### src/hw/rtl/slfe_pkg.sv
// ----------------------------------------------------------------------------
// slfe_pkg: shared types and constants of the sync/length frame extractor
// Phase and result-kind codes, sync byte, register widths and reset values.
// ----------------------------------------------------------------------------
package slfe_pkg;

    localparam int unsigned LEN_WIDTH_DEFAULT = 13;
    localparam int unsigned MAX_LEN_WIDTH     = 13;
    localparam int unsigned ACC_WIDTH         = 32;

    localparam logic [7:0]               SYNC_BYTE     = 8'h5E;
    localparam logic [MAX_LEN_WIDTH-1:0] MAX_LEN_RESET = 13'd1024;
    localparam logic [1:0]               LAST_LEN_BYTE = 2'd3;

    typedef enum logic [2:0] {
        PH_HUNT1 = 3'd0,
        PH_HUNT2 = 3'd1,
        PH_LEN   = 3'd2,
        PH_DATA  = 3'd3
    } phase_t;

    typedef enum logic [1:0] {
        KIND_DATA   = 2'd0,
        KIND_EMPTY  = 2'd1,
        KIND_REJECT = 2'd2
    } kind_t;

    typedef struct packed {
        logic       valid;
        logic [7:0] data;
    } item_t;

endpackage

### src/hw/rtl/slfe_byte_if.sv
// ----------------------------------------------------------------------------
// slfe_byte_if: received byte channel
// Valid/ready handshake carrying one stream byte per item.
// ----------------------------------------------------------------------------
interface slfe_byte_if;

    logic       valid;
    logic       ready;
    logic [7:0] in_byte;

    modport source (output valid, output in_byte, input ready);
    modport sink   (input valid, input in_byte, output ready);

endinterface

### src/hw/rtl/slfe_result_if.sv
// ----------------------------------------------------------------------------
// slfe_result_if: deframer result channel
// Valid/ready handshake carrying kind, payload byte and last flag per item.
// ----------------------------------------------------------------------------
interface slfe_result_if;

    logic              valid;
    logic              ready;
    slfe_pkg::kind_t   out_kind;
    logic [7:0]        out_byte;
    logic              out_last;

    modport source (output valid, output out_kind, output out_byte, output out_last,
                    input ready);
    modport sink   (input valid, input out_kind, input out_byte, input out_last,
                    output ready);

endinterface

### src/hw/rtl/slfe_in_stage.sv
// ----------------------------------------------------------------------------
// slfe_in_stage: input register
// Captures one accepted byte and holds it until the core takes it.
// ----------------------------------------------------------------------------
module slfe_in_stage
(
    input  logic             clk,
    input  logic             rst_n,
    slfe_byte_if.sink        stream,
    input  logic             take,
    output slfe_pkg::item_t  item
);

    logic       valid_reg;
    logic [7:0] data_reg;

    assign stream.ready = !valid_reg || take;
    assign item.valid   = valid_reg;
    assign item.data    = data_reg;

    always_ff @(posedge clk or negedge rst_n)
    begin
        if (!rst_n)
        begin
            valid_reg <= 1'b0;
        end
        else if (stream.valid && stream.ready)
        begin
            valid_reg <= 1'b1;
        end
        else if (take)
        begin
            valid_reg <= 1'b0;
        end
    end

    always_ff @(posedge clk)
    begin
        if (stream.valid && stream.ready)
        begin
            data_reg <= stream.in_byte;
        end
    end

endmodule

### src/hw/rtl/slfe_core.sv
// ----------------------------------------------------------------------------
// slfe_core: framing state machine and result register
// Hunts the sync pair, gathers the length, checks it and passes the payload.
// ----------------------------------------------------------------------------
module slfe_core
#(
    parameter int unsigned LEN_WIDTH = slfe_pkg::LEN_WIDTH_DEFAULT
)
(
    input  logic                                clk,
    input  logic                                rst_n,
    input  slfe_pkg::item_t                     item,
    input  logic [slfe_pkg::MAX_LEN_WIDTH-1:0]  max_len,
    output logic                                take,
    slfe_result_if.source                       result
);

    localparam int unsigned AW = slfe_pkg::ACC_WIDTH;
    localparam logic [AW-1:0] CountMax = AW'((64'd1 << LEN_WIDTH) - 64'd1);

    slfe_pkg::phase_t     phase_reg, phase_next;
    logic [AW-1:0]        acc_reg, acc_next;
    logic [1:0]           cnt_reg, cnt_next;
    logic [LEN_WIDTH-1:0] left_reg, left_next;

    logic                 res_valid_reg;
    slfe_pkg::kind_t      res_kind_reg;
    logic [7:0]           res_byte_reg;
    logic                 res_last_reg;

    logic                 emit;
    slfe_pkg::kind_t      kind;
    logic [7:0]           obyte;
    logic                 olast;
    logic [AW-1:0]        acc_new;
    logic [AW-1:0]        max32;
    logic [AW-1:0]        limit;
    logic [LEN_WIDTH-1:0] left_dec;

    assign take     = item.valid && (!res_valid_reg || result.ready);
    assign max32    = AW'(max_len);
    assign limit    = (max32 > CountMax) ? CountMax : max32;
    assign acc_new  = acc_reg | (AW'(item.data) << {cnt_reg, 3'b000});
    assign left_dec = (left_reg != '0) ? left_reg - 1'b1 : left_reg;

    always_comb
    begin
        phase_next = phase_reg;
        acc_next   = acc_reg;
        cnt_next   = cnt_reg;
        left_next  = left_reg;
        emit       = 1'b0;
        kind       = slfe_pkg::KIND_DATA;
        obyte      = 8'd0;
        olast      = 1'b0;
        if (take)
        begin
            case (phase_reg)
                slfe_pkg::PH_HUNT2:
                begin
                    phase_next = (item.data == slfe_pkg::SYNC_BYTE) ?
                                 slfe_pkg::PH_LEN : slfe_pkg::PH_HUNT1;
                    acc_next   = '0;
                    cnt_next   = 2'd0;
                end
                slfe_pkg::PH_LEN:
                begin
                    acc_next = acc_new;
                    if (cnt_reg != slfe_pkg::LAST_LEN_BYTE)
                    begin
                        cnt_next = cnt_reg + 2'd1;
                    end
                    else
                    begin
                        cnt_next = 2'd0;
                        if (acc_new > limit)
                        begin
                            phase_next = slfe_pkg::PH_HUNT1;
                            emit       = 1'b1;
                            kind       = slfe_pkg::KIND_REJECT;
                            olast      = 1'b1;
                        end
                        else if (acc_new == '0)
                        begin
                            phase_next = slfe_pkg::PH_HUNT1;
                            emit       = 1'b1;
                            kind       = slfe_pkg::KIND_EMPTY;
                            olast      = 1'b1;
                        end
                        else
                        begin
                            left_next  = acc_new[LEN_WIDTH-1:0];
                            phase_next = slfe_pkg::PH_DATA;
                        end
                    end
                end
                slfe_pkg::PH_DATA:
                begin
                    left_next = left_dec;
                    emit      = 1'b1;
                    kind      = slfe_pkg::KIND_DATA;
                    obyte     = item.data;
                    olast     = (left_dec == '0);
                    if (left_dec == '0)
                    begin
                        phase_next = slfe_pkg::PH_HUNT1;
                    end
                end
                default:
                begin
                    phase_next = (item.data == slfe_pkg::SYNC_BYTE) ?
                                 slfe_pkg::PH_HUNT2 : slfe_pkg::PH_HUNT1;
                end
            endcase
        end
    end

    always_ff @(posedge clk or negedge rst_n)
    begin
        if (!rst_n)
        begin
            phase_reg     <= slfe_pkg::PH_HUNT1;
            acc_reg       <= '0;
            cnt_reg       <= 2'd0;
            left_reg      <= '0;
            res_valid_reg <= 1'b0;
        end
        else
        begin
            phase_reg <= phase_next;
            acc_reg   <= acc_next;
            cnt_reg   <= cnt_next;
            left_reg  <= left_next;
            if (emit)
            begin
                res_valid_reg <= 1'b1;
            end
            else if (result.ready)
            begin
                res_valid_reg <= 1'b0;
            end
        end
    end

    always_ff @(posedge clk)
    begin
        if (emit)
        begin
            res_kind_reg <= kind;
            res_byte_reg <= obyte;
            res_last_reg <= olast;
        end
    end

    assign result.valid    = res_valid_reg;
    assign result.out_kind = res_kind_reg;
    assign result.out_byte = res_byte_reg;
    assign result.out_last = res_last_reg;

endmodule

### src/hw/rtl/sync_length_frame_extractor.sv
// ----------------------------------------------------------------------------
// sync_length_frame_extractor: sync-word, length-prefixed deframer
// Strips a 0x5E 0x5E sync pair and a 4-byte little-endian length, then
// passes the payload bytes; reports empty frames and rejected lengths.
//
//   channel   dir   handshake      payload
//   stream    in    valid/ready    in_byte
//   result    out   valid/ready    out_kind, out_byte, out_last
//   cfg       in    cfg_we         cfg_wdata (max_len)
//
// One item per cycle sustained while result.ready holds; an item passes
// the input register and then the result register, from which it leaves.
// Throughput is set by the framing core, which updates its state per byte.
// Reset clears phase, length gathering and both valid flags; max_len
// returns to 1024. A stalled result holds while the input register still
// takes a byte; further bytes wait only when both registers are full.
// ----------------------------------------------------------------------------
module sync_length_frame_extractor
#(
    parameter int unsigned LEN_WIDTH = slfe_pkg::LEN_WIDTH_DEFAULT
)
(
    input  logic                                clk,
    input  logic                                rst_n,
    slfe_byte_if.sink                           stream,
    slfe_result_if.source                       result,
    input  logic                                cfg_we,
    input  logic [slfe_pkg::MAX_LEN_WIDTH-1:0]  cfg_wdata
);

    logic [slfe_pkg::MAX_LEN_WIDTH-1:0] max_len_reg;
    slfe_pkg::item_t                    item;
    logic                               take;

    always_ff @(posedge clk or negedge rst_n)
    begin
        if (!rst_n)
        begin
            max_len_reg <= slfe_pkg::MAX_LEN_RESET;
        end
        else if (cfg_we)
        begin
            max_len_reg <= cfg_wdata;
        end
    end

    slfe_in_stage u_in_stage
    (
        .clk    (clk),
        .rst_n  (rst_n),
        .stream (stream),
        .take   (take),
        .item   (item)
    );

    slfe_core
    #(
        .LEN_WIDTH (LEN_WIDTH)
    )
    u_core
    (
        .clk     (clk),
        .rst_n   (rst_n),
        .item    (item),
        .max_len (max_len_reg),
        .take    (take),
        .result  (result)
    );

endmodule

### src/flat_wrapper.sv
// flat-port wrapper written by rule: the top's interface ports become plain ports
module sync_length_frame_extractor_flat 
#(
    parameter int unsigned LEN_WIDTH = slfe_pkg::LEN_WIDTH_DEFAULT
)
  (clk, rst_n, cfg_we, cfg_wdata, stream_valid, stream_in_byte, stream_ready, result_valid, result_out_kind, result_out_byte, result_out_last, result_ready);
  slfe_byte_if stream_i ();
  slfe_result_if result_i ();
  input  logic clk;
  input  logic rst_n;
  input  logic cfg_we;
  input  logic [slfe_pkg::MAX_LEN_WIDTH-1:0] cfg_wdata;
  input wire logic [$bits(stream_i.valid)-1:0] stream_valid;
  input wire logic [$bits(stream_i.in_byte)-1:0] stream_in_byte;
  output wire logic [$bits(stream_i.ready)-1:0] stream_ready;
  output wire logic [$bits(result_i.valid)-1:0] result_valid;
  output wire logic [$bits(result_i.out_kind)-1:0] result_out_kind;
  output wire logic [$bits(result_i.out_byte)-1:0] result_out_byte;
  output wire logic [$bits(result_i.out_last)-1:0] result_out_last;
  input wire logic [$bits(result_i.ready)-1:0] result_ready;
  assign stream_i.valid = stream_valid;
  assign stream_i.in_byte = stream_in_byte;
  assign stream_ready = stream_i.ready;
  assign result_valid = result_i.valid;
  assign result_out_kind = result_i.out_kind;
  assign result_out_byte = result_i.out_byte;
  assign result_out_last = result_i.out_last;
  assign result_i.ready = result_ready;
  sync_length_frame_extractor #(.LEN_WIDTH(LEN_WIDTH)) u_core (.clk(clk), .rst_n(rst_n), .stream(stream_i), .result(result_i), .cfg_we(cfg_we), .cfg_wdata(cfg_wdata));
endmodule
### config.mk
export PLATFORM = sky130hd
export DESIGN_NAME = sync_length_frame_extractor_flat
export DESIGN_NICKNAME = d
export VERILOG_FILES = /design/src/hw/rtl/slfe_pkg.sv /design/src/hw/rtl/slfe_byte_if.sv /design/src/hw/rtl/slfe_result_if.sv /design/src/hw/rtl/slfe_in_stage.sv /design/src/hw/rtl/slfe_core.sv /design/src/hw/rtl/sync_length_frame_extractor.sv /design/src/flat_wrapper.sv
export SDC_FILE = /design/constraint.sdc
export NUM_CORES = 1
export LEC_CHECK = 0
export BUFFER_PORTS_ARGS = -buffer_cell sky130_fd_sc_hd__buf_2
export CAP_MARGIN = 10
export CORE_MARGIN = 2
export CORE_UTILIZATION = 50
export CTS_CLUSTER_SIZE = 14
export DETAILED_ROUTE_END_ITERATION = 6
export PLACE_DENSITY = 0.8
export REMOVE_ABC_BUFFERS = 1
export SYNTH_ARGS = -nofsm -noshare
export SYNTH_HDL_FRONTEND = slang
export SYNTH_HIERARCHICAL = 1
export SYNTH_SLANG_ARGS = --single-unit
export TNS_END_PERCENT = 30
### constraint.sdc
create_clock -name clk -period 3.88 [get_ports clk]
set_input_delay 0.776 -clock clk [delete_from_list [all_inputs] [get_ports clk]]
set_output_delay 0.776 -clock clk [all_outputs]
set_load 0.005 [all_outputs]
==> impl_metrics.csv <==
group,metric,value,unit
status,status,"finished, final reports clean",
sta,fin_setup_tns,0,ns
clock_network,insertion_delay,0.36,ns
floorplan,die_h,98.5,um
detailed_routing,num_vias,3581,
clock_network,cts_hold_buf,0,
global_routing,antenna_found_initial,0,
sta,finalHoldWorstSlack,0.383,ns
sta,slew_violations,0,
detailed_routing,drt-initial-drc-count,343,
detailed_routing,drtAntennaViolNets,0,
logic_synthesis,netlist.area_leader.share,0.353,
sta,post-route-period-util,0.947,
clock_network,clkSinkCount,83,
logic_synthesis,ys_types,66,
logic_synthesis,synth_edf_count,19,
global_routing,first_global_vias,3482,
finish,diodes,0,
sta,finalSetupViolCount,0,
flow_run,cap_violations,0,
floorplan,die_w,98.5,um
setup_path,cp-start-kind,"flop",
power_and_ir_drop,power.static_leakage,2.35,nW
power_and_ir_drop,finalPower,0.00174,W
setup_path,worst-path-max-fanout,14,
logic_synthesis,synth.yosys.seq_area_share,0.487,
sta,tightest_slew,0.922,ns
detailed_routing,wire_per_inst,18.0,um
clock_network,cts_tree,"done",
sta,clock_skew,0.0112,ns
setup_path,crit_required,4.13,ns
global_routing,grt_max_degree,42,
logic_synthesis,synth-main-ff-cell,"dfrtp_1",
sta,rsz0062_at_grt,"no",
finish,fin_area,4900,um^2
detailed_routing,firstDrtPassIters,5,
detailed_routing,drc,0,
floorplan,start_util,0.514,
detailed_routing,via_per_inst,6.14,
place,placed_cell_area,4700,um^2
logic_synthesis,synthesis.area,4460,um^2
place,place_hpwl,7280,um
floorplan,core,8680,um^2
finish,fin_util,0.565,
setup_path,arrival,3.93,ns
finish,drive_above_1_share,0.168,
detailed_routing,wl,10500,um
setup_path,endpoint_kind,"flop",
sta,max_slew_margin,0.385,
floorplan,io_pins,39,
setup_path,path_class,"reg2reg",
clock_network,postCtsSetupBuffers,0,
global_routing,grt_pass1_wl,17400,um
floorplan,dieArea,9700,um^2
logic_synthesis,ys_top_cells_by_area,"dfrtp_1 (35%), edfxtp_1 (13%), a21oi_1 (6.1%)",
logic_synthesis,yosys_warnings,6,
logic_synthesis,avgSynthCellArea,10.1,um^2
place,port_buffers,38,
place,routabilityCongestion,0.945,
clock_network,cts-root-buf,"clkbuf_8",
clock_network,cts_resized,0,
global_routing,track_usage,0.226,
finish,final_nets,515,
sta,layout_min_cycle_time,3.68,ns
floorplan,rows,34,
clock_network,htreeDepth,3,
logic_synthesis,yosys.area.top_type,"dfrtp_1",
logic_synthesis,synthArstFlopShare,0.771,
clock_network,cts_buffers,9,
global_routing,overflow,0,
finish,largest_reg_flops,32,
worst_hold_path,hp-class,"in2async",
sta,max_freq,272,MHz
logic_synthesis,netlist_instances,442,
power_and_ir_drop,ir_drop,0.000287,V
sta,final-hold-violation-count,0,
finish,area_delta_synth_final,9.78,%
logic_synthesis,ys_ff_latch,83,
clock_network,cts.clk_slew.worst_paths,0.09,ns
setup_path,r2r_slack,0.20,ns
clock_network,clock_path_buffers,2,
power_and_ir_drop,power_density,355,nW/um^2
-- per-stage QoR --
step,worst slack [ns],instances
final,0.205,583
after global routing,0.0716,583
after CTS,0.389,583
after detailed placement,0.460,567
after global placement,0.649,567
after floorplan,0.963,418
-- layout make-up --
type | instances | area, um^2
clock buffer | 11 | 141
inverter | 28 | 105
timing repair buffer | 41 | 213
clock inverter | 5 | 62.6
multi-input combinational | 307 | 2070
sequential | 83 | 2170
tap | 108 | 135
fill | 757 | 3780
-- final timing paths --
kind                                                    to                       from  cells past startpoint
worst max-delay path            u_core/u_core/left_reg[12]   u_core/u_core/cnt_reg[0]                     10
worst min-delay path             u_core/u_core/acc_reg[16]                      rst_n                      1
worst max register to register  u_core/u_core/left_reg[12]   u_core/u_core/cnt_reg[0]                     10
worst min register to register   u_core/u_core/acc_reg[27]  u_core/u_core/acc_reg[27]                      2
max in group asynchronous           u_core/max_len_reg[10]                      rst_n                      2
min in group clk                 u_core/u_core/acc_reg[27]  u_core/u_core/acc_reg[27]                      2
-- routing by layer --
layer  GRT usage  up-vias  wire length (um)
met5           0        -                 0
met4      0.0927        0               289
met3      0.0390       28               776
met2       0.355      162              4960
met1       0.314     1726              4460
li1            -     1665                 -
-- cell families (layout without fill, tap and decap cells) --
family,count (synthesis),count (layout),synth area share
simple gates,155,155,0.189
compound gates,114,114,0.167
flops,83,83,0.487
buf+inv,52,85,0.0493
fa+ha+maj,19,19,0.0533
mux,18,18,0.0533
xor+xnor,1,1,0.00196
-- worst max-delay path: stages, from the launching register on --
cell,delay (ns)
dfrtp_1,0.60
nor2b_1,0.54
a21oi_1,0.22
inv_1,0.14
ha_1,0.26
a41o_1,0.24
a211oi_1,0.32
nor3b_1,0.32
o21ba_1,0.41
a21oi_2,0.17
a211o_1,0.33
-- synth_stat cells, drive strengths merged, types with 3 or more instances --
library cell,n
dfrtp,63
a21oi,55
nor2,48
inv,26
nand2,21
edfxtp,19
ha,19
clkbuf,16
mux2,16
nor3,15
nand3,12
and2,10
o21ai,10
nand2b,9
o221ai,9
buf,8
nor4,8
a21o,6
nand4,6
a211oi,5
and3,5
o211ai,4
or4,4
a31oi,3
nor2b,3
nor3b,3
o21bai,3
or3,3
-- cell usage in the layout (no fill, tap or decap), types with 2 or more instances in the layout --
cell / synthesis / layout
a211oi_1: 5 / 5
a21boi_0: 2 / 2
a21o_1: 6 / 6
a21oi_1: 54 / 54
a221o_1: 2 / 2
a31oi_1: 3 / 3
and2_1: 8 / 8
and3_1: 5 / 5
buf_2: 5 / 38
buf_4: 1 / 3
clkbuf_8: 0 / 10
clkinv_1: 2 / 2
clkinvlp_4: 0 / 2
dfrtp_1: 63 / 63
edfxtp_1: 19 / 19
ha_1: 19 / 19
inv_1: 26 / 26
mux2_1: 3 / 3
mux2_2: 3 / 3
mux2_4: 10 / 10
mux2i_1: 2 / 2
nand2_1: 21 / 21
nand2b_1: 8 / 8
nand3_1: 12 / 12
nand3b_1: 2 / 2
nand4_1: 5 / 5
nand4b_1: 2 / 2
nor2_1: 48 / 48
nor2b_1: 3 / 3
nor3_1: 13 / 13
nor3_2: 2 / 2
nor3b_1: 3 / 3
nor4_1: 8 / 8
o2111ai_1: 2 / 2
o211ai_1: 4 / 4
o21ai_0: 10 / 10
o21bai_1: 3 / 3
o221ai_1: 8 / 8
or3_1: 3 / 3
or4_1: 3 / 3
-- power breakdown --
group	leakage (nW)	switching (W)	total [W]	internal, W
Sequential	1.01	0.0000303	0.000950	0.000920
Combinational	1.25	0.0000866	0.000156	0.0000696
Clock	0.0962	0.000316	0.000634	0.000318
Total	2.35	0.000432	0.00174	0.00131
Power figures use the tool's default switching activity.
